**src/sddw_pkg.sv**
```systemverilog
// Types and constants of the signed decimal digit display writer.
// Used by the top level and its checker; depends on nothing.
`timescale 1ns / 1ps

package sddw_pkg;

	localparam int NUMBER_W    = 15;
	localparam int MAG_W       = 14;
	localparam int REG_W       = 3;
	localparam int CODE_W      = 4;
	localparam int DIGIT_COUNT = 4;

	typedef logic [CODE_W-1:0]   code_t;
	typedef logic [REG_W-1:0]    digit_reg_t;
	typedef logic [NUMBER_W-1:0] number_t;

	localparam code_t CODE_MINUS = 4'hA;
	localparam code_t CODE_BLANK = 4'hF;

	localparam digit_reg_t REG_FIRST = 3'd1;
	localparam digit_reg_t REG_LAST  = 3'd4;

	localparam logic signed [NUMBER_W-1:0] MAX_SHOWN = 15'sd9999;
	localparam logic signed [NUMBER_W-1:0] MIN_SHOWN = -15'sd999;

endpackage

```
**src/signed_decimal_digit_display_writer_unit.sv**
```systemverilog
// An accepted item waits in the input register until the writes of the previous item are done;
// then its codes move to the output register, and the four writes go out through the single output port;
// the input register takes the next item while the writes of the current one go out.
// Out-of-range items leave no write; they only pass through the input register.
// Reset (arst_n low, asynchronous) empties both registers; no writes pending afterwards.
`timescale 1ns / 1ps

module signed_decimal_digit_display_writer_unit
	import sddw_pkg::*;
(
	input  logic       clk,
	input  logic       arst_n,
	input  logic       in_valid,
	output logic       in_stall,
	input  number_t    number,
	output logic       out_valid,
	input  logic       out_stall,
	output digit_reg_t digit_register,
	output code_t      digit_code,
	output logic       last_write
);

	localparam int IDX_W = $clog2(DIGIT_COUNT);
	localparam int PROD_W = 28;
	localparam logic [PROD_W-1:0] RECIP10   = PROD_W'(6554);
	localparam logic [PROD_W-1:0] RECIP100  = PROD_W'(5243);
	localparam logic [PROD_W-1:0] RECIP1000 = PROD_W'(8389);
	localparam int SHIFT10   = 16;
	localparam int SHIFT100  = 19;
	localparam int SHIFT1000 = 23;
	localparam logic [IDX_W-1:0] IDX_LAST = IDX_W'(DIGIT_COUNT - 1);

	logic             valid_s1;
	number_t          number_s1;
	logic             out_valid_q;
	logic [IDX_W-1:0] idx_q;
	code_t            codes_q [DIGIT_COUNT];

	logic             out_fire;
	logic             out_free;
	logic             s1_move;
	logic             in_fire;
	logic             in_range;
	logic             negative;
	logic [MAG_W-1:0] mag;
	logic [PROD_W-1:0] p10, p100, p1000;
	logic [9:0]       q10;
	logic [6:0]       q100;
	logic [3:0]       q1000;
	code_t            d0, d1, d2, d3;
	code_t            codes [DIGIT_COUNT];

	assign out_fire = out_valid_q && !out_stall;
	assign out_free = !out_valid_q || (out_fire && idx_q == IDX_LAST);
	assign s1_move  = valid_s1 && out_free;
	assign in_stall = valid_s1 && !out_free;
	assign in_fire  = in_valid && !in_stall;

	always_comb begin
		in_range = ($signed(number_s1) <= MAX_SHOWN) && ($signed(number_s1) >= MIN_SHOWN);
		negative = number_s1[NUMBER_W-1];
		mag      = negative ? MAG_W'(-number_s1) : MAG_W'(number_s1);

		p10   = PROD_W'(mag) * RECIP10;
		p100  = PROD_W'(mag) * RECIP100;
		p1000 = PROD_W'(mag) * RECIP1000;
		q10   = p10[SHIFT10 +: 10];
		q100  = p100[SHIFT100 +: 7];
		q1000 = p1000[SHIFT1000 +: 4];

		d0 = CODE_W'(mag - MAG_W'(MAG_W'(q10) * MAG_W'(10)));
		d1 = CODE_W'(q10 - 10'(10'(q100) * 10'd10));
		d2 = CODE_W'(q100 - 7'(7'(q1000) * 7'd10));
		d3 = q1000;

		codes[0] = d0;
		codes[1] = d1;
		codes[2] = d2;
		codes[3] = d3;
		if (negative) begin
			codes[3] = CODE_BLANK;
			if (d2 != '0) begin
				codes[3] = CODE_MINUS;
			end else if (d1 != '0) begin
				codes[2] = CODE_MINUS;
			end else begin
				codes[2] = CODE_BLANK;
				codes[1] = CODE_MINUS;
			end
		end
	end

	always_ff @(posedge clk or negedge arst_n) begin
		if (!arst_n) begin
			valid_s1    <= 1'b0;
			out_valid_q <= 1'b0;
			idx_q       <= '0;
		end else begin
			if (in_fire) begin
				valid_s1 <= 1'b1;
			end else if (s1_move) begin
				valid_s1 <= 1'b0;
			end
			if (s1_move) begin
				out_valid_q <= in_range;
				idx_q       <= '0;
			end else if (out_free) begin
				out_valid_q <= 1'b0;
			end else if (out_fire) begin
				idx_q <= idx_q + 1'b1;
			end
		end
	end

	always_ff @(posedge clk) begin
		if (in_fire) begin
			number_s1 <= number;
		end
		if (s1_move) begin
			codes_q <= codes;
		end
	end

	assign out_valid      = out_valid_q;
	assign digit_register = REG_W'(idx_q) + REG_FIRST;
	assign digit_code     = codes_q[idx_q];
	assign last_write     = (idx_q == IDX_LAST);

endmodule

```
**config.mk**
```make
export PLATFORM = sky130hd
export DESIGN_NAME = signed_decimal_digit_display_writer_unit
export DESIGN_NICKNAME = d
export VERILOG_FILES = /design/src/sddw_pkg.sv /design/src/signed_decimal_digit_display_writer_unit.sv
export SDC_FILE = /design/constraint.sdc
export NUM_CORES = 1
export LEC_CHECK = 0
export BUFFER_PORTS_ARGS = -buffer_cell sky130_fd_sc_hd__buf_2
export CORE_UTILIZATION = 30
export CTS_BUF_LIST = sky130_fd_sc_hd__clkbuf_4 sky130_fd_sc_hd__clkbuf_8 sky130_fd_sc_hd__clkbuf_16
export CTS_CLUSTER_DIAMETER = 120
export DETAILED_ROUTE_END_ITERATION = 16
export HOLD_SLACK_MARGIN = 0.08
export PLACE_DENSITY = 0.4
export SKIP_CTS_REPAIR_TIMING = 1
export SYNTH_ARGS = -nofsm -noshare
export SYNTH_HDL_FRONTEND = slang
export SYNTH_SLANG_ARGS = --single-unit
export TNS_END_PERCENT = 5
```
**constraint.sdc**
```tcl
create_clock -name clk -period 20.4 [get_ports clk]
set_input_delay 0 -clock clk [delete_from_list [all_inputs] [get_ports clk]]
set_output_delay 0 -clock clk [all_outputs]
set_load 0.03 [all_outputs]
```
==> impl_metrics.env, run 1 <==
export IMPL_clock_path_buffers=2
export IMPL_start_kind="register"
export IMPL_finalSetupTns_ps=0
export IMPL_die_y_um=172.6
export IMPL_track_usage_pct=15.92
export IMPL_grt_pass1_wl_mm=35.86
export IMPL_htree_num_levels=2
export IMPL_crit_start="number_s1[0]"
export IMPL_cts_tree="yes"
export IMPL_yosysWarnings=0
export IMPL_synthFlopType="edfxtp_1"
export IMPL_maxSlewHeadroom_pct=36.06
export IMPL_min_path_type="primary input to register"
export IMPL_setup_viol=0
export IMPL_setup_ws_ps=10620
export IMPL_syn_area_sq_um=8732
export IMPL_routabilityCongestion=0.7904
export IMPL_crit_type="register to register"
export IMPL_synth_edf_count=31
export IMPL_start_util_pct=30.42
export IMPL_insertedDiodeCount=0
export IMPL_status="complete, no violations"
export IMPL_instances_no_fill=1313
export IMPL_antenna_found_initial=0
export IMPL_clk_pin_slew_ps=50
export IMPL_dieArea_sq_um=29790
export IMPL_syn_nets=1217
export IMPL_postSynth_asyncResetShare_pct=11.43
export IMPL_grt_max_degree=19
export IMPL_clock_sinks=35
export IMPL_portBuffers=28
export IMPL_seq_area_frac_synth_pct=11.81
export IMPL_clkLatencyLatePin_ps=280
export IMPL_worstRegToRegCells=33
export IMPL_whs_ps=81.60
export IMPL_drive_gt1_share_pct=6.351
export IMPL_ys_types=52
export IMPL_critPathMostFrequentCell="inv_1"
export IMPL_syn_to_final_growth_pct=11.42
export IMPL_arrival_ps=9790
export IMPL_crit_fanout=15
export IMPL_cp_required_ps=20420
export IMPL_cpPeakStageDelay_ps=800
export IMPL_die_w_um=172.6
export IMPL_grt_overflow_total=0
export IMPL_cp_end_kind="register"
export IMPL_grt_pass1_vias=6159
export IMPL_dp_hpwl_mm=19.73
export IMPL_drtPass1Iterations=4
export IMPL_cap_violations=0
export IMPL_rsz0062_at_grt="false"
export IMPL_coreArea_sq_um=28700
export IMPL_place_inst=1288
export IMPL_cts_root_buffer="clkbuf_16"
export IMPL_fill_cells=3000
export IMPL_fp_row_count=62
export IMPL_fmax_mhz=102.3
export IMPL_r2r_start="number_s1[0]"
export IMPL_slew_viol_final=0
export IMPL_viasPerCell=4.285
export IMPL_synth_cells=871
export IMPL_fin_skew_ps=4.249
export IMPL_crit_slowest_cell="xor2_1"
export IMPL_worst_slew_pin_slew_ps=955.8
export IMPL_ant_nets=0
export IMPL_fin_nets=1275
export IMPL_num_vias=5626
export IMPL_drt_iter0_markers=238
export IMPL_finalHoldViolations=0
export IMPL_wl_per_cell_um=17.20
export IMPL_post_route_min_period_ps=9776
export IMPL_fin_crit_sh_pct=47.92
export IMPL_wl_mm=22.58
export IMPL_drc=0
export IMPL_holdCritStartpoint="out_stall"
export IMPL_syn_avg_cell_area_sq_um=10.03
export IMPL_numCtsBuffers=5
export IMPL_post_place_ws_ps=10440
export IMPL_min_delay_path_depth=3
export IMPL_io_pins=29
export IMPL_synth_seq_cells=35
-- path summary, 6_finish.rpt --
kind	slack (ps)	to
max	10620	codes_q[4]
min	80	out_valid
max reg2reg	10620	codes_q[4]
min reg2reg	540	out_valid
max in group asynchronous	19570	valid_s1
min in group asynchronous	640	idx_q[0]
-- through the flow --
stage	utilization [%]	instance area, sq um
after floorplan	-	8732
after global placement	32.77	9405
after detailed placement	32.77	9405
after CTS	33.27	9549
after global routing	33.90	9729
final	33.90	9729
-- registers in the layout (all words and copies together) (netlist names) --
signal and flops:
number_s1 15, codes_q 16, idx_q 2, valid_s1 1, out_valid 1
-- kinds of logic after synthesis --
group	share of synthesized area, %
mux	1.390
xor+xnor	5.617
fa+ha+maj	57.52
simple gates	5.818
flops	11.81
buf+inv	11.39
compound gates	6.462
-- synth_stat cells (all sizes together), types with 3 or more instances --
cell    instances  share of area [%]
dfrtp           4                1.1
nor3            8               0.46
o21ai          21                1.2
nand2          19               0.82
inv           258                 11
a21o           12                1.0
xor2           16                1.6
o41ai           3               0.39
xnor2          34                3.5
nand4          10               0.79
nor2           30                1.3
fa            124                 28
a21oi          17               0.97
clkbuf          4               0.17
nand3           4               0.23
mux4            4                1.0
and2            8               0.57
a211oi          4               0.34
a31oi           5               0.36
o21a            5               0.43
o21bai          3               0.26
or2             4               0.29
ha            203                 29
nor2b           6               0.43
nand2b          7               0.50
edfxtp         31                 11
-- critical path, delay by kind of cell (launching register included) --
| kind | cells | cell delay [ps] |
|---|---|---|
| fa+ha+maj | 8 | 3400 |
| xor+xnor | 7 | 2230 |
| compound gates | 5 | 1400 |
| buf+inv | 7 | 1090 |
| simple gates | 6 | 1010 |
| flops | 1 | 350 |
-- per-layer routing --
| metal | share of wire [%] | global-route usage, % | wire, um |
|---|---|---|---|
| met1 | 52 | 23.72 | 11780 |
| met3 | 1.5 | 1.297 | 338 |
| met4 | 0.15 | 0.8557 | 35 |
| met5 | 0 | 0 | 0 |
| met2 | 46 | 26.14 | 10430 |
-- area by class of cell --
cell class / count / area (sq um) / area share, %
clock inverters: 1 / 5.005 / 0.05144
well taps: 384 / 480.5 / 4.938
inverters: 259 / 972.2 / 9.992
flip-flops and latches: 35 / 1031 / 10.60
multi-input cells: 572 / 6706 / 68.93
clock buffers: 6 / 138.9 / 1.427
repair buffers: 56 / 395.4 / 4.064
-- cells in the final DEF (no fill, tap or decap), types with 2 or more instances in the layout --
cell type        n
a31oi_1          5
o21a_1           5
inv_1          258
buf_4           10
nand2b_1         7
or2_2            4
a21oi_1         17
nand4_1          9
dlygate4sd3_1   18
ha_1           203
mux4_2           4
nor2b_1          6
o41ai_1          2
o21ai_0         20
a21o_1          12
a22o_1           2
o31ai_1          2
dfrtp_1          4
nand2_1         19
edfxtp_1        31
xnor2_1         33
nor2_1          30
nand3_1          4
fa_1           124
and2_1           8
clkbuf_16        5
a211oi_1         4
o211ai_1         2
o21bai_1         3
xor2_1          16
buf_2           28
xnor3_1          2
mux2i_1          2
nor3_1           8
Power of run 1 is not shown: default switching activity piles up to over one toggle a cycle in this logic, so the estimate is an artifact.
==> run 2, diff against run 1 <==
Settings changed: ABC_AREA from default to 1, PLACE_DENSITY 0.4 to 0.42.
Clock period 20.4 ns to 8.93 ns, I/O delays scaled along.
==> run 2 against run 1 <==
  * Sequential share of layout area decreased by 0.93 points
  * Critical path type unchanged
  * Critical endpoint is now codes_q[0]
  * Global-route usage increased by 0.95 points
  * Critical path depth increased by 7
==> impl_metrics.env, run 2 <==
export IMPL_htree_num_levels=2
export IMPL_post_route_min_period_ps=8007
export IMPL_ant_nets=0
export IMPL_cts_root_buffer="clkbuf_16"
export IMPL_grt_max_degree=18
export IMPL_min_path_type="primary input to register"
export IMPL_antenna_found_initial=0
export IMPL_synth_top_cell_by_area="ha_1"
export IMPL_ys_types=48
export IMPL_routabilityCongestion=0.8692
export IMPL_synth_edf_count=31
export IMPL_dp_hpwl_mm=23.51
export IMPL_clk_pin_slew_ps=50
export IMPL_clkLatencyLatePin_ps=280
export IMPL_numCtsBuffers=5
export IMPL_syn_to_final_growth_pct=11.04
export IMPL_postSynth_asyncResetShare_pct=11.43
export IMPL_critPathTopFamily="adder cells"
export IMPL_largest_registers="codes_q (16), number_s1 (15), idx_q (2)"
export IMPL_syn_nets=1500
export IMPL_fin_skew_ps=3.670
export IMPL_layout_common_cells="inv_1, ha_1, nand2_1"
export IMPL_grt_pass1_vias=7557
export IMPL_insertedDiodeCount=0
export IMPL_status="complete, no violations"
export IMPL_final_common_cell="inv_1"
export IMPL_clock_sinks=35
export IMPL_ys_top_cells_by_area="ha_1, fa_1, inv_1, edfxtp_1, nand2_1"
export IMPL_yosysTopAreaCellShare_pct=26.45
export IMPL_wl_mm=26.48
export IMPL_start_util_pct=30.43
export IMPL_cp_required_ps=8950
export IMPL_syn_avg_cell_area_sq_um=8.321
export IMPL_start_kind="register"
export IMPL_fp_row_count=65
export IMPL_arrival_ps=8020
export IMPL_drtPass1Iterations=5
export IMPL_grt_pass1_wl_mm=41.95
export IMPL_largest_reg_flops=16
export IMPL_synth_cells=1154
export IMPL_synthFlopType="edfxtp_1"
export IMPL_drt_iter0_markers=316
export IMPL_crit_type="register to register"
export IMPL_wl_per_cell_um=16.37
export IMPL_viasPerCell=4.438
export IMPL_critPathMostFrequentCell="nand2_1"
export IMPL_drive_gt1_share_pct=7.155
export IMPL_crit_buf_inv=8
export IMPL_clock_path_buffers=2
export IMPL_coreArea_sq_um=31560
export IMPL_use_met3_pct=1.310
export IMPL_maxSlewHeadroom_pct=43.88
export IMPL_synthTopCellsByCount="inv_1, ha_1, nand2_1"
export IMPL_setup_viol=0
export IMPL_synth_seq_cells=35
export IMPL_yosysMostFrequentCell="inv_1"
export IMPL_fin_nets=1561
export IMPL_grt_overflow_total=0
export IMPL_grt_use_met1_pct=23.12
export IMPL_setup_ws_ps=922.8
export IMPL_fmax_mhz=124.9
export IMPL_seq_area_frac_synth_pct=10.74
export IMPL_yosysWarnings=0
export IMPL_worst_slew_pin_slew_ps=839.0
export IMPL_die_y_um=180.9
export IMPL_crit_slowest_cell="fa_1"
export IMPL_die_w_um=180.9
export IMPL_drc=0
export IMPL_num_vias=7181
export IMPL_finalHoldViolations=0
export IMPL_cpPeakStageDelay_ps=560
export IMPL_regMostFlops="codes_q"
export IMPL_fin_crit_sh_pct=89.67
export IMPL_cp_end_kind="register"
export IMPL_grt_busiest_layer="met2"
export IMPL_placed_cell_area_sq_um=10310
export IMPL_post_place_ws_ps=858.7
export IMPL_cts_tree="yes"
export IMPL_io_pins=29
export IMPL_track_usage_pct=16.87
export IMPL_use_met2_pct=28.97
export IMPL_rsz0062_at_grt="false"
export IMPL_crit_fanout=5
export IMPL_stdcell_area_sq_um=10660
export IMPL_slew_viol_final=0
export IMPL_cap_violations=0
export IMPL_portBuffers=28
export IMPL_dieArea_sq_um=32730
export IMPL_syn_area_sq_um=9603
export IMPL_finalSetupTns_ps=0
-- run 2: cell count changes after synthesis, sizes merged, moves of 10 or more --
cell,before,now
nand2,19,195
inv,258,330
xnor2,34,5
nand3,4,27
xor2,16,26
a21oi,17,45
nor2,30,68
-- run 2: per-layer routing --
layer / routed length [um] / part of all wire [%]
met1: 13200 / 50
met2: 12410 / 47
met3: 426 / 1.6
met4: 453 / 1.7
met5: 0 / 0
-- run 2: cell type report --
type                       count  area (sq um)
clock buffer                   7         152.6
multi-input combinational    782          7302
timing repair buffer          59         420.4
inverter                     332          1246
tap                          402         503.0
sequential                    35          1031
fill                        3369         20890
clock inverter                 1         7.507
-- run 2: logic make-up (layout without fill, tap and decap cells) --
| family | count (synthesis) | after routing | share of synthesized area (%) |
|---|---|---|---|
| AOI/OAI and AO/OA | 100 | 100 | 6.059 |
| xor gates and xnor gates | 31 | 31 | 2.906 |
| adders and majority gates | 327 | 327 | 52.30 |
| buffers and inverters | 337 | 399 | 13.22 |
| DFF | 35 | 35 | 10.74 |
| and+or+nand+nor | 324 | 324 | 14.78 |
-- run 2: metrics by stage --
stage | cells | util [%] | hold WS, ps
after floorplan | 1154 | - | -295.6
after global placement | 1591 | 32.68 | -184.9
after detailed placement | 1591 | 32.68 | -183.5
after CTS | 1599 | 33.19 | -487.5
after global routing | 1618 | 33.79 | 429.4
final | 1618 | 33.79 | 434.9
-- run 2: final timing paths --
check | startpoint | endpoint | slack, ps | cells after the start
worst max-delay path | number_s1[0] | codes_q[0] | 920 | 40
worst min-delay path | number[2] | number_s1[2] | 430 | 2
min in group asynchronous | arst_n | idx_q[1] | 640 | 3
worst max register to register | number_s1[0] | codes_q[0] | 920 | 40
max in group asynchronous | arst_n | out_valid | 8100 | 3
worst min register to register | valid_s1 | out_valid | 570 | 2
-- run 2: worst register-to-register path, delay by kind of cell, from the launching register on --
kind / cells / cell delay [ps]
flops: 1 / 380
simple gates: 17 / 1500
fa+ha+maj: 9 / 3510
buf+inv: 8 / 770
xor+xnor: 3 / 1020
compound gates: 3 / 560
Power of run 2 is left out for the same reason.
